==> src/design/rcsr_pkg.sv <==
// Shared types, codes and constants of the CSR and trap-return unit.
`timescale 1ns / 1ps
`default_nettype none

package rcsr_pkg;

  // Default sizes of the CSR store.
  localparam int CSR_ADDR_BITS_DEF = 12;
  localparam int XLEN_DEF          = 64;

  // Width of the CSR number field in the instruction word.
  localparam int CSR_NUM_W = 12;

  // Command queue between decode and execute.
  localparam int QUEUE_DEPTH = 2;
  localparam int QPTR_W      = (QUEUE_DEPTH > 1) ? $clog2(QUEUE_DEPTH) : 1;
  localparam int QCNT_W      = $clog2(QUEUE_DEPTH + 1);

  // Opcodes and fixed system instruction words.
  localparam logic [6:0]  OPC_SYSTEM  = 7'b1110011;
  localparam logic [6:0]  OPC_MISCMEM = 7'b0001111;
  localparam logic [31:0] WORD_ECALL  = 32'h0000_0073;
  localparam logic [31:0] WORD_EBREAK = 32'h0010_0073;
  localparam logic [31:0] WORD_URET   = 32'h0020_0073;
  localparam logic [31:0] WORD_SRET   = 32'h1020_0073;
  localparam logic [31:0] WORD_HRET   = 32'h2020_0073;
  localparam logic [31:0] WORD_MRET   = 32'h3020_0073;

  // funct3 values of interest.
  localparam logic [2:0] F3_PRIV   = 3'b000;
  localparam logic [2:0] F3_UNUSED = 3'b100;

  // Low two funct3 bits of the CSR forms.
  localparam logic [1:0] CSR_OP_RW = 2'b01;
  localparam logic [1:0] CSR_OP_RS = 2'b10;
  localparam logic [1:0] CSR_OP_RC = 2'b11;

  // Privilege levels.
  localparam logic [1:0] LVL_U = 2'd0;
  localparam logic [1:0] LVL_S = 2'd1;
  localparam logic [1:0] LVL_H = 2'd2;
  localparam logic [1:0] LVL_M = 2'd3;

  // Exception codes.
  localparam logic [1:0] EXC_ILLEGAL = 2'd0;
  localparam logic [1:0] EXC_BREAK   = 2'd1;
  localparam logic [1:0] EXC_CALL_M  = 2'd2;
  localparam logic [1:0] EXC_CALL_U  = 2'd3;

  // CSR numbers and reset contents.
  localparam logic [CSR_NUM_W-1:0] CSRNUM_STATUS = 12'h300;
  localparam logic [CSR_NUM_W-1:0] CSRNUM_ISA    = 12'h301;
  localparam logic [7:0]           EPC_OFFSET    = 8'h41;
  localparam logic [31:0]          MISA_RESET    = 32'h0014_0080;

  // mstatus bit positions.
  localparam int MS_UIE  = 0;
  localparam int MS_SIE  = 1;
  localparam int MS_HIE  = 2;
  localparam int MS_MIE  = 3;
  localparam int MS_UPIE = 4;
  localparam int MS_SPIE = 5;
  localparam int MS_HPIE = 6;
  localparam int MS_MPIE = 7;
  localparam int MS_SPP  = 8;
  localparam int MS_HPP  = 9;
  localparam int MS_MPP  = 11;

  typedef enum logic [2:0] {
    CMD_CSR,
    CMD_XRET,
    CMD_ECALL,
    CMD_EBREAK,
    CMD_NOP,
    CMD_ILLEGAL
  } cmd_kind_t;

  typedef enum logic [1:0] {
    ST_CLEAR,
    ST_FETCH,
    ST_EXEC
  } exec_state_t;

  // Decoded command handed from decode to execute.
  typedef struct packed {
    cmd_kind_t            kind;
    logic [1:0]           csr_op;
    logic [CSR_NUM_W-1:0] csr_num;
    logic [63:0]          operand;
    logic [4:0]           rd;
    logic [1:0]           xret_lvl;
  } cmd_t;

  typedef struct packed {
    logic [31:0] instruction;
    logic [63:0] rs1_value;
  } csr_req_t;

  typedef struct packed {
    logic        rd_write;
    logic [4:0]  rd_index;
    logic [63:0] rd_value;
    logic        branch_taken;
    logic [63:0] branch_target;
    logic        exception_raised;
    logic [1:0]  exception_code;
    logic [1:0]  privilege;
  } csr_rsp_t;

endpackage

`default_nettype wire

==> src/design/rcsr_front.sv <==
// Decode stage: accepts instruction words and classifies them into commands.
`timescale 1ns / 1ps
`default_nettype none

module rcsr_front
  import rcsr_pkg::*;
(
  input  wire logic     clk,
  input  wire logic     rst,
  input  wire logic     insn_valid,
  output logic          insn_ready,
  input  wire csr_req_t insn_word,
  input  wire logic     clearing,
  input  wire logic     q_full,
  output logic          push,
  output cmd_t          push_cmd
);

  logic [6:0] opc;
  logic [2:0] f3;
  logic [31:0] insn;
  logic is_xret;

  assign insn = insn_word.instruction;
  assign opc  = insn[6:0];
  assign f3   = insn[14:12];

  assign is_xret = (insn == WORD_URET) || (insn == WORD_SRET) ||
                   (insn == WORD_HRET) || (insn == WORD_MRET);

  // Nothing is taken while the store is being initialized.
  assign insn_ready = !clearing && !q_full && !rst;
  assign push       = insn_valid && insn_ready;

  always_comb begin
    push_cmd          = '0;
    push_cmd.kind     = CMD_ILLEGAL;
    push_cmd.csr_op   = f3[1:0];
    push_cmd.csr_num  = insn[31:20];
    push_cmd.rd       = insn[11:7];
    push_cmd.xret_lvl = insn[29:28];
    // Immediate forms use the rs1 field as a zero-extended operand.
    push_cmd.operand  = f3[2] ? {59'd0, insn[19:15]} : insn_word.rs1_value;
    if ((opc == OPC_SYSTEM) && (f3 != F3_PRIV) && (f3 != F3_UNUSED)) begin
      push_cmd.kind = CMD_CSR;
    end else if (is_xret) begin
      push_cmd.kind = CMD_XRET;
    end else if (insn == WORD_ECALL) begin
      push_cmd.kind = CMD_ECALL;
    end else if (insn == WORD_EBREAK) begin
      push_cmd.kind = CMD_EBREAK;
    end else if ((opc == OPC_MISCMEM) && (f3[2:1] == 2'b00)) begin
      push_cmd.kind = CMD_NOP;
    end
  end

  // Clock is not used by the decoder itself; it is kept for a uniform port list.
  logic unused_clk;
  assign unused_clk = clk;

endmodule

`default_nettype wire

==> config.mk <==
export PLATFORM = sky130hd
export DESIGN_NAME = rcsr_front
export DESIGN_NICKNAME = d
export VERILOG_FILES = /design/src/design/rcsr_pkg.sv /design/src/design/rcsr_front.sv
export SDC_FILE = /design/constraint.sdc
export NUM_CORES = 1
export LEC_CHECK = 0
export ABC_CLOCK_PERIOD_IN_PS = 2600
export BUFFER_PORTS_ARGS = -buffer_cell sky130_fd_sc_hd__buf_2
export CAP_MARGIN = 5
export CORE_AREA = 5 5 70 72
export DETAILED_ROUTE_END_ITERATION = 16
export DIE_AREA = 0 0 75 77
export GPL_ROUTABILITY_DRIVEN = 1
export PLACE_DENSITY_LB_ADDON = 0.3
export SLEW_MARGIN = 30
export SYNTH_ARGS = -nofsm -noshare
export SYNTH_HDL_FRONTEND = slang
export SYNTH_SLANG_ARGS = --single-unit
==> constraint.sdc <==
create_clock -name vclk -period 2.6
set_clock_uncertainty 0.05 [all_clocks]
set_input_delay 0.13 -clock vclk [all_inputs]
set_output_delay 0.13 -clock vclk [all_outputs]
set_load 0.01 [all_outputs]
# Yosys cells after proc, flatten, opt, wreduce, memory -nomap -nowiden
# Index checks and enable logic that the tools add are counted.
[op_classes] reduce_logical=14 mux=6 eq_ne=9
[op_table] cell="$eq A32 B30 Y1 const B" n=2
[op_table] cell="$mux W64" n=1
[op_table] cell="$eq A32 B21 Y1 const B" n=1
[op_table] cell="$eq A32 B22 Y1 const B" n=1
[op_table] cell="$eq A32 B29 Y1 const B" n=1
[op_table] cell="$eq A32 B7 Y1 const B" n=1
[op_table] cell="$mux W3" n=4
[op_table] cell="$eq A7 B4 Y1 const B" n=1
[op_table] cell="$eq A7 B7 Y1 const B" n=1
[op_table] cell="$logic_and A1 B1 Y1" n=6
[op_table] cell="$logic_not A1 Y1" n=3
[op_table] cell="$logic_or A1 B1 Y1" n=3
[op_table] cell="$ne A3 B3 Y1 const B" n=1
[op_table] cell="$reduce_bool A3 Y1" n=1
[op_table] cell="$logic_not A2 Y1" n=1
[op_table] cell="$mux W1" n=1
[totals] input_bits=101 word_cells=29 reg_bits=0 output_inout_bits=90

# Depth between registers and ports, before layout
[logic_depth] ltp_word=7 depth_mapped=4 ltp_nobuf=4

# Worst setup path after synthesis
# Ideal clock, no wire load.
[synth_timing] path_kind="input to output" startpoint="input port insn_word[66] in the netlist's numbering" endpoint="output port push_cmd[86] in the netlist's numbering" path_stages=3 setup_slack_ps=1282 required_time_ps=2420 path_buffers=0 arrival_ps=1138 path_cell_list="or4_4 -> nor3_4 -> nor4b_4"
[synth_lines] element="from (decl)" line="rcsr_front.sv:12" source="input wire csr_req_t insn_word,"
[synth_lines] element="to (decl)" line="rcsr_front.sv:16" source="output cmd_t push_cmd"

==> out/results.ini <==
[timing]
worst_slew_pin_slew_ns = 0.340
fin_setup_tns_ns = 0
relSlewSlack_pct = 77.3
setup_viol = 0
fin_crit_ns = 1.57
rsz0062_at_grt = no
finalMaxSlewViolations = 0
hold_violations = 0
fmax_ghz = 0.638
post-route-period-util_pct = 60.3

[drt]
drc_errors = 0
vias_per_cell = 4.04
first_iter_violations = 22
firstDrtPassIters = 3
ant_nets = 0
wl_per_cell_um = 12.1
drt_wl_total_um = 4030
vias = 1346

[global_route]
grt_usage_pct = 11.6
grt_pass1_vias = 1249
grtUsageMet1_pct = 12.7
met3_usage_pct = 1.83
antenna_found_initial = 0
grt_pass1_wl_um = 5640
use_met2_pct = 22.6
grt_max_degree = 38
grt_overflow = 0
top_usage_layer = met2

[critical_path]
crit_top_cell = buf_2
slowest_delay_ns = 0.55
crit_path_start_kind = input port
cp_max_fo = 3
cp_cell_sequence = buf_2 > or4_4 > nor3_4 > nor4b_4 > buf_2
worst-path-buf-inv = 2
crit_type = in2out
cp_top_family = simple AND/OR/NAND/NOR gates
worstPathRequired_ns = 2.42
end_kind = output pin
worstPathArrival_ns = 1.39
crit_slowest_cell = or4_4

[yosys]
synth_top_cell_by_area = nor2b_1
synth_top_family_by_area = simple AND/OR/NAND/NOR gates
synth_top_area_share_pct = 46.5
syn_area_per_cell_um2 = 6.78
synth_compound_area_share_pct = 2.52
synth_xor_xnor_area_share_pct = 0
netlist_instances = 117
ys_types = 20
syn_area_um2 = 793
yosys.area_share.adder_pct = 0
synth-seq-area-share_pct = 0
yosysWarnings = 0
mappedNetlistNets = 218
synth.area.mux_share_pct = 7.10
yosys-top-cells-area = nor2b_1, buf_4, mux2_2, nor4_1, nor4b_4
yosys.area_share.simple_pct = 67.0

[floorplan]
core_mm2 = 0.00423
start_util_pct = 18.7
io_pins = 191
die-area_mm2 = 0.00578
die_w_um = 75
rows = 24
die_h_um = 77

[final_layout]
multi_input_area_um2 = 608
fin_util_pct = 38.7
nets = 384
fin_cells = 333
register_area_um2 = 0
seq_cells = 0
nClkBuffers = 0
fillerInstances = 467
synthToLayoutAreaGrowth_pct = 107
drive_above_1_share_pct = 71.9
n_antenna_cell = 0

[power_and_ir_drop]
powerDensity_mw_per_mm2 = 154
p_leak_uw = 0.00101
vdd_drop_max_uv = 59.7

[cts]
cts_hold_buffers = 0
post_cts_resized = 0
cts_setup_buffers = 0

[placement]
dp_hpwl_um = 3720
placed_cells = 333
place.gp.congestion = 0.721
place.port_buffers = 190

[min_path]
hp-class = in2out

[status]
status = completed

[run]
cap_violations = 0

area by class of cell:
class              instances  area share (%)
repair buffers           192            58.9
multi-input cells         89            37.1
well taps                 52            3.97
Yosys cell counts (all sizes together):
cell,n
or4,1
clkbuf,6
nor2,2
nand4,1
a211oi,1
nor3,4
a21oi,1
nor4,6
nand2,3
nor2b,59
nand3,2
mux2,5
nor4b,1
and2,1
o31ai,1
nand2b,1
buf,22
layout by cell type, fill, tap and decap left out, drive strengths merged:
cell / n
nor4b: 1
a21oi: 1
nand3: 2
mux2: 5
buf: 192
nand2b: 1
nor2b: 59
o31ai: 1
nor2: 2
nand2: 3
nand4: 1
or4: 1
a211oi: 1
nor3: 4
and2: 1
nor4: 6
per-layer routing:
metal	wire (um)	vias up	part of all wire, %
li1	-	689	-
met1	1350	549	33
met2	2020	100	50
met3	616	8	15
met4	51	0	1.3
met5	0	-	0
cells by family after synthesis:
| logic type | after synthesis |
|---|---|
| AND/OR/NAND/NOR | 81 |
| AO/OA/AOI/OAI | 3 |
| buffers and inverters | 28 |
| multiplexers | 5 |
power breakdown:
part,switching [uW],internal [uW]
Combinational,119,133
Sequential,0,0
Clock,0,0
Total,119,133
stage by stage:
step	total power, uW	setup WS [ns]	hold WS, ns	instance area [um2]
2_1_floorplan	125	1.28	0.236	793
3_3_place_gp	254	1.03	0.410	1640
3_5_place_dp	256	1.02	0.413	1640
4_1_cts	257	1.02	0.412	1640
5_1_grt	278	0.915	0.416	1640
6_report	252	1.03	0.410	1640
worst paths after layout:
path	from	endpoint	slack, ns	cells after the start
max	insn_word[66]	push_cmd[86]	1.03	5
min	insn_word[87]	push_cmd[74]	0.41	2
No activity file was read; power rests on OpenSTA's default activity.
