### src/design/rcsr_pkg.sv
// Shared types, codes and constants of the CSR and trap-return unit.
`timescale 1ns / 1ps
`default_nettype none

package rcsr_pkg;

  // Default sizes of the CSR store.
  localparam int CSR_ADDR_BITS_DEF = 12;
  localparam int XLEN_DEF          = 64;

  // Width of the CSR number field in the instruction word.
  localparam int CSR_NUM_W = 12;

  // Command queue between decode and execute.
  localparam int QUEUE_DEPTH = 2;
  localparam int QPTR_W      = (QUEUE_DEPTH > 1) ? $clog2(QUEUE_DEPTH) : 1;
  localparam int QCNT_W      = $clog2(QUEUE_DEPTH + 1);

  // Opcodes and fixed system instruction words.
  localparam logic [6:0]  OPC_SYSTEM  = 7'b1110011;
  localparam logic [6:0]  OPC_MISCMEM = 7'b0001111;
  localparam logic [31:0] WORD_ECALL  = 32'h0000_0073;
  localparam logic [31:0] WORD_EBREAK = 32'h0010_0073;
  localparam logic [31:0] WORD_URET   = 32'h0020_0073;
  localparam logic [31:0] WORD_SRET   = 32'h1020_0073;
  localparam logic [31:0] WORD_HRET   = 32'h2020_0073;
  localparam logic [31:0] WORD_MRET   = 32'h3020_0073;

  // funct3 values of interest.
  localparam logic [2:0] F3_PRIV   = 3'b000;
  localparam logic [2:0] F3_UNUSED = 3'b100;

  // Low two funct3 bits of the CSR forms.
  localparam logic [1:0] CSR_OP_RW = 2'b01;
  localparam logic [1:0] CSR_OP_RS = 2'b10;
  localparam logic [1:0] CSR_OP_RC = 2'b11;

  // Privilege levels.
  localparam logic [1:0] LVL_U = 2'd0;
  localparam logic [1:0] LVL_S = 2'd1;
  localparam logic [1:0] LVL_H = 2'd2;
  localparam logic [1:0] LVL_M = 2'd3;

  // Exception codes.
  localparam logic [1:0] EXC_ILLEGAL = 2'd0;
  localparam logic [1:0] EXC_BREAK   = 2'd1;
  localparam logic [1:0] EXC_CALL_M  = 2'd2;
  localparam logic [1:0] EXC_CALL_U  = 2'd3;

  // CSR numbers and reset contents.
  localparam logic [CSR_NUM_W-1:0] CSRNUM_STATUS = 12'h300;
  localparam logic [CSR_NUM_W-1:0] CSRNUM_ISA    = 12'h301;
  localparam logic [7:0]           EPC_OFFSET    = 8'h41;
  localparam logic [31:0]          MISA_RESET    = 32'h0014_0080;

  // mstatus bit positions.
  localparam int MS_UIE  = 0;
  localparam int MS_SIE  = 1;
  localparam int MS_HIE  = 2;
  localparam int MS_MIE  = 3;
  localparam int MS_UPIE = 4;
  localparam int MS_SPIE = 5;
  localparam int MS_HPIE = 6;
  localparam int MS_MPIE = 7;
  localparam int MS_SPP  = 8;
  localparam int MS_HPP  = 9;
  localparam int MS_MPP  = 11;

  typedef enum logic [2:0] {
    CMD_CSR,
    CMD_XRET,
    CMD_ECALL,
    CMD_EBREAK,
    CMD_NOP,
    CMD_ILLEGAL
  } cmd_kind_t;

  typedef enum logic [1:0] {
    ST_CLEAR,
    ST_FETCH,
    ST_EXEC
  } exec_state_t;

  // Decoded command handed from decode to execute.
  typedef struct packed {
    cmd_kind_t            kind;
    logic [1:0]           csr_op;
    logic [CSR_NUM_W-1:0] csr_num;
    logic [63:0]          operand;
    logic [4:0]           rd;
    logic [1:0]           xret_lvl;
  } cmd_t;

  typedef struct packed {
    logic [31:0] instruction;
    logic [63:0] rs1_value;
  } csr_req_t;

  typedef struct packed {
    logic        rd_write;
    logic [4:0]  rd_index;
    logic [63:0] rd_value;
    logic        branch_taken;
    logic [63:0] branch_target;
    logic        exception_raised;
    logic [1:0]  exception_code;
    logic [1:0]  privilege;
  } csr_rsp_t;

endpackage

`default_nettype wire

### src/design/rcsr_queue.sv
// Short command queue between the decode and execute stages.
`timescale 1ns / 1ps
`default_nettype none

module rcsr_queue
  import rcsr_pkg::*;
(
  input  wire logic clk,
  input  wire logic rst,
  input  wire logic push,
  input  wire cmd_t push_cmd,
  input  wire logic pop,
  output cmd_t      pop_cmd,
  output logic      full,
  output logic      empty
);

  cmd_t entries [QUEUE_DEPTH];
  logic [QPTR_W-1:0] wr_ptr;
  logic [QPTR_W-1:0] rd_ptr;
  logic [QCNT_W-1:0] count;

  assign full    = (count == QCNT_W'(QUEUE_DEPTH));
  assign empty   = (count == '0);
  assign pop_cmd = entries[rd_ptr];

  always_ff @(posedge clk) begin
    if (rst) begin
      wr_ptr <= '0;
      rd_ptr <= '0;
      count  <= '0;
    end else begin
      if (push) begin
        wr_ptr <= (wr_ptr == QPTR_W'(QUEUE_DEPTH - 1)) ? '0 : wr_ptr + 1'b1;
      end
      if (pop) begin
        rd_ptr <= (rd_ptr == QPTR_W'(QUEUE_DEPTH - 1)) ? '0 : rd_ptr + 1'b1;
      end
      if (push && !pop) begin
        count <= count + 1'b1;
      end else if (pop && !push) begin
        count <= count - 1'b1;
      end
    end
  end

  always_ff @(posedge clk) begin
    if (push) begin
      entries[wr_ptr] <= push_cmd;
    end
  end

endmodule

`default_nettype wire

### config.mk
export PLATFORM = sky130hd
export DESIGN_NAME = rcsr_queue
export DESIGN_NICKNAME = d
export VERILOG_FILES = /design/src/design/rcsr_pkg.sv /design/src/design/rcsr_queue.sv
export SDC_FILE = /design/constraint.sdc
export NUM_CORES = 1
export LEC_CHECK = 0
export ABC_AREA = 1
export BUFFER_PORTS_ARGS = -buffer_cell sky130_fd_sc_hd__clkbuf_2
export CAP_MARGIN = 15
export CORE_MARGIN = 1
export CORE_UTILIZATION = 56
export DETAILED_ROUTE_END_ITERATION = 8
export PLACE_DENSITY_LB_ADDON = 0.08
export SLEW_MARGIN = 30
export SYNTH_ARGS = -nofsm -noshare
export SYNTH_HDL_FRONTEND = slang
export SYNTH_SLANG_ARGS = --single-unit
### constraint.sdc
create_clock -name clk -period 12.85 [get_ports clk]
set_clock_uncertainty 0.1 [all_clocks]
set_input_delay 1.9275 -clock clk [delete_from_list [all_inputs] [get_ports clk]]
set_output_delay 1.9275 -clock clk [all_outputs]
set_load 0.05 [all_outputs]
---- After elaboration in Yosys (flattened, before gate mapping) ----
Memories as Yosys holds them, arrays and structs flattened. A register that Yosys moved wholly into a read port is not among the register bits.
Index checks and enable logic that the tools add are counted.
cells by class
  $add $sub $neg .......................... 4
  eq/ne operators ......................... 1
  multiplexer cells ....................... 8
  reductions and logical operators ........ 6
operators with widths
  cell                 number
  $mux 1               6
  $mux 2               2
  $add 1x1->1 const B  2
  $add 2x1->2 const B  1
  $eq 2x2->1 const B   1
  $logic_and 1x1->1    2
  $logic_not 1->1      2
  $logic_not 2->1      1
  $reduce_bool 2->1    1
  $sub 2x1->2 const B  1
storage, ports and cells
  register bits after elaboration ......... 4
  memory bits (writable) .................. 176
  output and inout port bits .............. 90
  memories kept ........................... 1
memory list
  name     depth  width  rd ports  clocked after memory_dff  write ports  line              text
  entries  2      88     1         1                         1            rcsr_queue.sv:18  cmd_t entries [QUEUE_DEPTH];

---- Logic depth before layout (Yosys ltp) ----
  word-level depth ........................ 4
  depth in mapped cells ................... 8

---- Worst setup path before layout ----
OpenSTA, ideal clock, no wires.
  path kind ............................... in2reg
  start ................................... input port push
  end ..................................... memory entries[0][0] in the netlist's numbering (enable)
  setup time .............................. 0.537 ns
  data arrival time ....................... 5.653 ns
  path slack .............................. 6.560 ns
  stages on the path ...................... 2
  path through ............................ inv_1 nor2_1
on the way
  cells in the longest elaborated chain, start to end .. 2
ends and longest elaborated chain
  what                          line              text
  start, declared               rcsr_queue.sv:10  input wire logic push,
  $mux 1                        rcsr_queue.sv:48  if (push) begin
  $mux 1 (implied by the code)  rcsr_queue.sv:49  entries[wr_ptr] <= push_cmd;
  end, declared                 rcsr_queue.sv:18
Every way passes these cells.

==> out/metrics.csv <==
stage,metric,value,unit
worst_setup_path,crit_type,register to output pin,
sta,fin_tns_setup,0,ns
worst_setup_path,crit_path_start_kind,register,
cts,h-tree-depth,4,
sta,fin_crit,4.58,ns
sta,fmax,218,MHz
place,place_hpwl,7480,um
die,dieWidth,111,um
worst_setup_path,crit_slowest_cell,dfxtp_4,
cts,numCtsBuffers,17,
cts,clock_sinks,181,
worst_setup_path,cp_slowest_stage_delay,0.74,ns
worst_setup_path,arrival,2.56,ns
finish,diodes,0,
synth,netlist_area,0.00665,mm2
detailed_routing,ant_nets,0,
detailed_routing,vias,3407,
grt,grt_max_degree,56,
sta,slew_headroom,0.510,
detailed_routing,firstDrtPassIters,9,
worst_setup_path,crit_chain,buf_4 > mux2_2 > clkbuf_2,
synth,ys_seq_elements,181,
grt,track_usage,0.197,
place,gp_congestion,0.758,
sta,drv_slew,0,
cts,path_clk_slew,0.06,ns
cts,clock_tree.root_cell,clkbuf_16,
grt,grt_pass1_wl,17400,um
die,start_util,0.578,
sta,fin_crit_sh,0.357,
die,rows,39,
finish,drive_gt1_frac,0.591,
finish,nets,594,
finish,layout_common_cells,"clkbuf_2 (181), edfxtp_1 (176), mux2_2 (68), mux2_4 (20), clkbuf_16 (17)",
power_and_ir_drop,leakage,3.25,nW
worst_setup_path,worstPathMaxFanout,47,
cts,cts_tree,done,
run,maxCapViolations,0,
sta,tightest_slew,0.734,ns
die,fp.coreArea,0.0115,mm2
detailed_routing,drt_iter0_markers,240,
synth,syn_avg_cell_area,21.7,um2
cts,post_cts.repair.setup_buffers,0,
sta,setup_viol,0,
power_and_ir_drop,vdd_drop_max,0.148,mV
worst_setup_path,r2r_slack,10.74,ns
status,violations,DRC,
status,status,"complete, but fails checks",
grt,grt_overflow,0,
die,dieArea,0.0123,mm2
sta,finalHoldViolCount,0,
synth,syn_inst,307,
sta,rsz0062_at_grt,false,
finish,layout-area-overhead-vs-synth,25.3,%
synth,yosysWarnings,0,
cts,ctsResizeCount,0,
detailed_routing,wl_per_cell,17.4,um
cts,clock_latency,0.42,ns
worst_setup_path,crit_path_end_kind,output pin,
min_path,hp-class,register to register,
finish,nFillCells,736,
detailed_routing,wl,11400,um
detailed_routing,vias_per_cell,5.19,
die,dieHeight,111,um
finish,final_common_cell,clkbuf_2,
synth,ys_seq_area_frac,0.809,
grt,grt_antenna_before_repair,0,
cts,cts.path.max_buffers,2,
detailed_routing,drc,27,
die,io_pins,182,
cts,cts_hold_buf,0,
place,portBuffers,181,
worst_setup_path,crit_required,10.82,ns
power_and_ir_drop,powerDensity,173,mW/mm2
sta,hold_ws,0.445,ns
grt,grt_pass1_vias,3486,
synth,synth_cell_types,16,
synth,synth_nets,400,
## path summary, 6_finish.rpt
check | startpoint | end | cells past startpoint
max reg2reg | wr_ptr$_SDFFE_PP0P_ | entries[1][60]$_DFFE_PP_ | 3
max | register | pop_cmd[71] | 3
min | wr_ptr$_SDFFE_PP0P_ | wr_ptr$_SDFFE_PP0P_ | 2
min reg2reg | wr_ptr$_SDFFE_PP0P_ | wr_ptr$_SDFFE_PP0P_ | 2
## state kept, by name (all words and copies together) (netlist names), named ones only
register	cells
entries	176
count	2
rd_ptr	1
wr_ptr	1
## power by group
part           internal [mW]  switching (mW)  total, mW
Combinational         0.0650           0.155      0.220
Clock                  0.322           0.205      0.527
Sequential             0.683          0.0132      0.697
Total                   1.07           0.374       1.44
## cell usage after synthesis
cell type / n / share of area
edfxtp_1: 176 / 0.79
mux2_2: 68 / 0.12
mux2_4: 20 / 0.045
inv_1: 9 / 0.0051
nor2_1: 7 / 0.0040
buf_2: 6 / 0.0045
dfxtp_1: 5 / 0.015
nand2_1: 5 / 0.0028
buf_6: 4 / 0.0068
a21oi_1: 1 / 0.00075
ha_1: 1 / 0.0019
nand3_1: 1 / 0.00075
nand4_1: 1 / 0.00094
nor3_1: 1 / 0.00075
o21ai_0: 1 / 0.00075
xnor2_1: 1 / 0.0013
## worst max-delay path: cells and delay by family, from the launching register on
kind	cells	cell delay [ns]
multiplexers	1	0.43
buffers and inverters	2	0.89
flip-flops	1	0.74
## metrics by stage
step                      setup slack, ns  total power [mW]   util  area, um2  std cells
after floorplan                      6.56             0.878      -       6650        307
after global placement               8.66             0.926  0.668       7700        624
after detailed placement             8.70             0.931  0.671       7720        625
after CTS                            8.24              1.46  0.724       8340        657
after global routing                 8.12              1.49  0.724       8340        657
final                                8.27              1.44  0.724       8340        657
## cell families (layout without fill, tap and decap cells)
family / count (synthesis) / in the layout / synth area share
and+or+nand+nor: 15 / 15 / 0.00922
adders and majority gates: 1 / 1 / 0.00188
DFF: 181 / 181 / 0.809
AOI/OAI and AO/OA: 2 / 2 / 0.00150
muxes: 88 / 88 / 0.160
buffers and inverters: 19 / 226 / 0.0164
xor gates and xnor gates: 1 / 1 / 0.00132
## cell type report
type / instances / area, um2 / share of cell area
Clock buffer: 17 / 425 / 0.0510
Clock inverter: 15 / 188 / 0.0225
Multi-Input combinational cell: 107 / 1170 / 0.140
Tap cell: 143 / 179 / 0.0215
Sequential cell: 181 / 5390 / 0.646
Timing Repair Buffer: 185 / 956 / 0.115
Inverter: 9 / 35.0 / 0.00420
## routing by layer
metal / wire [um] / vias up / track usage / share of wire
li1: - / 1592 / - / -
met1: 4600 / 1672 / 0.234 / 0.40
met2: 5840 / 130 / 0.322 / 0.51
met3: 749 / 13 / 0.0689 / 0.066
met4: 211 / 0 / 0.0913 / 0.019
met5: 0 / - / 0 / 0
(Power assumes the default switching activity.)
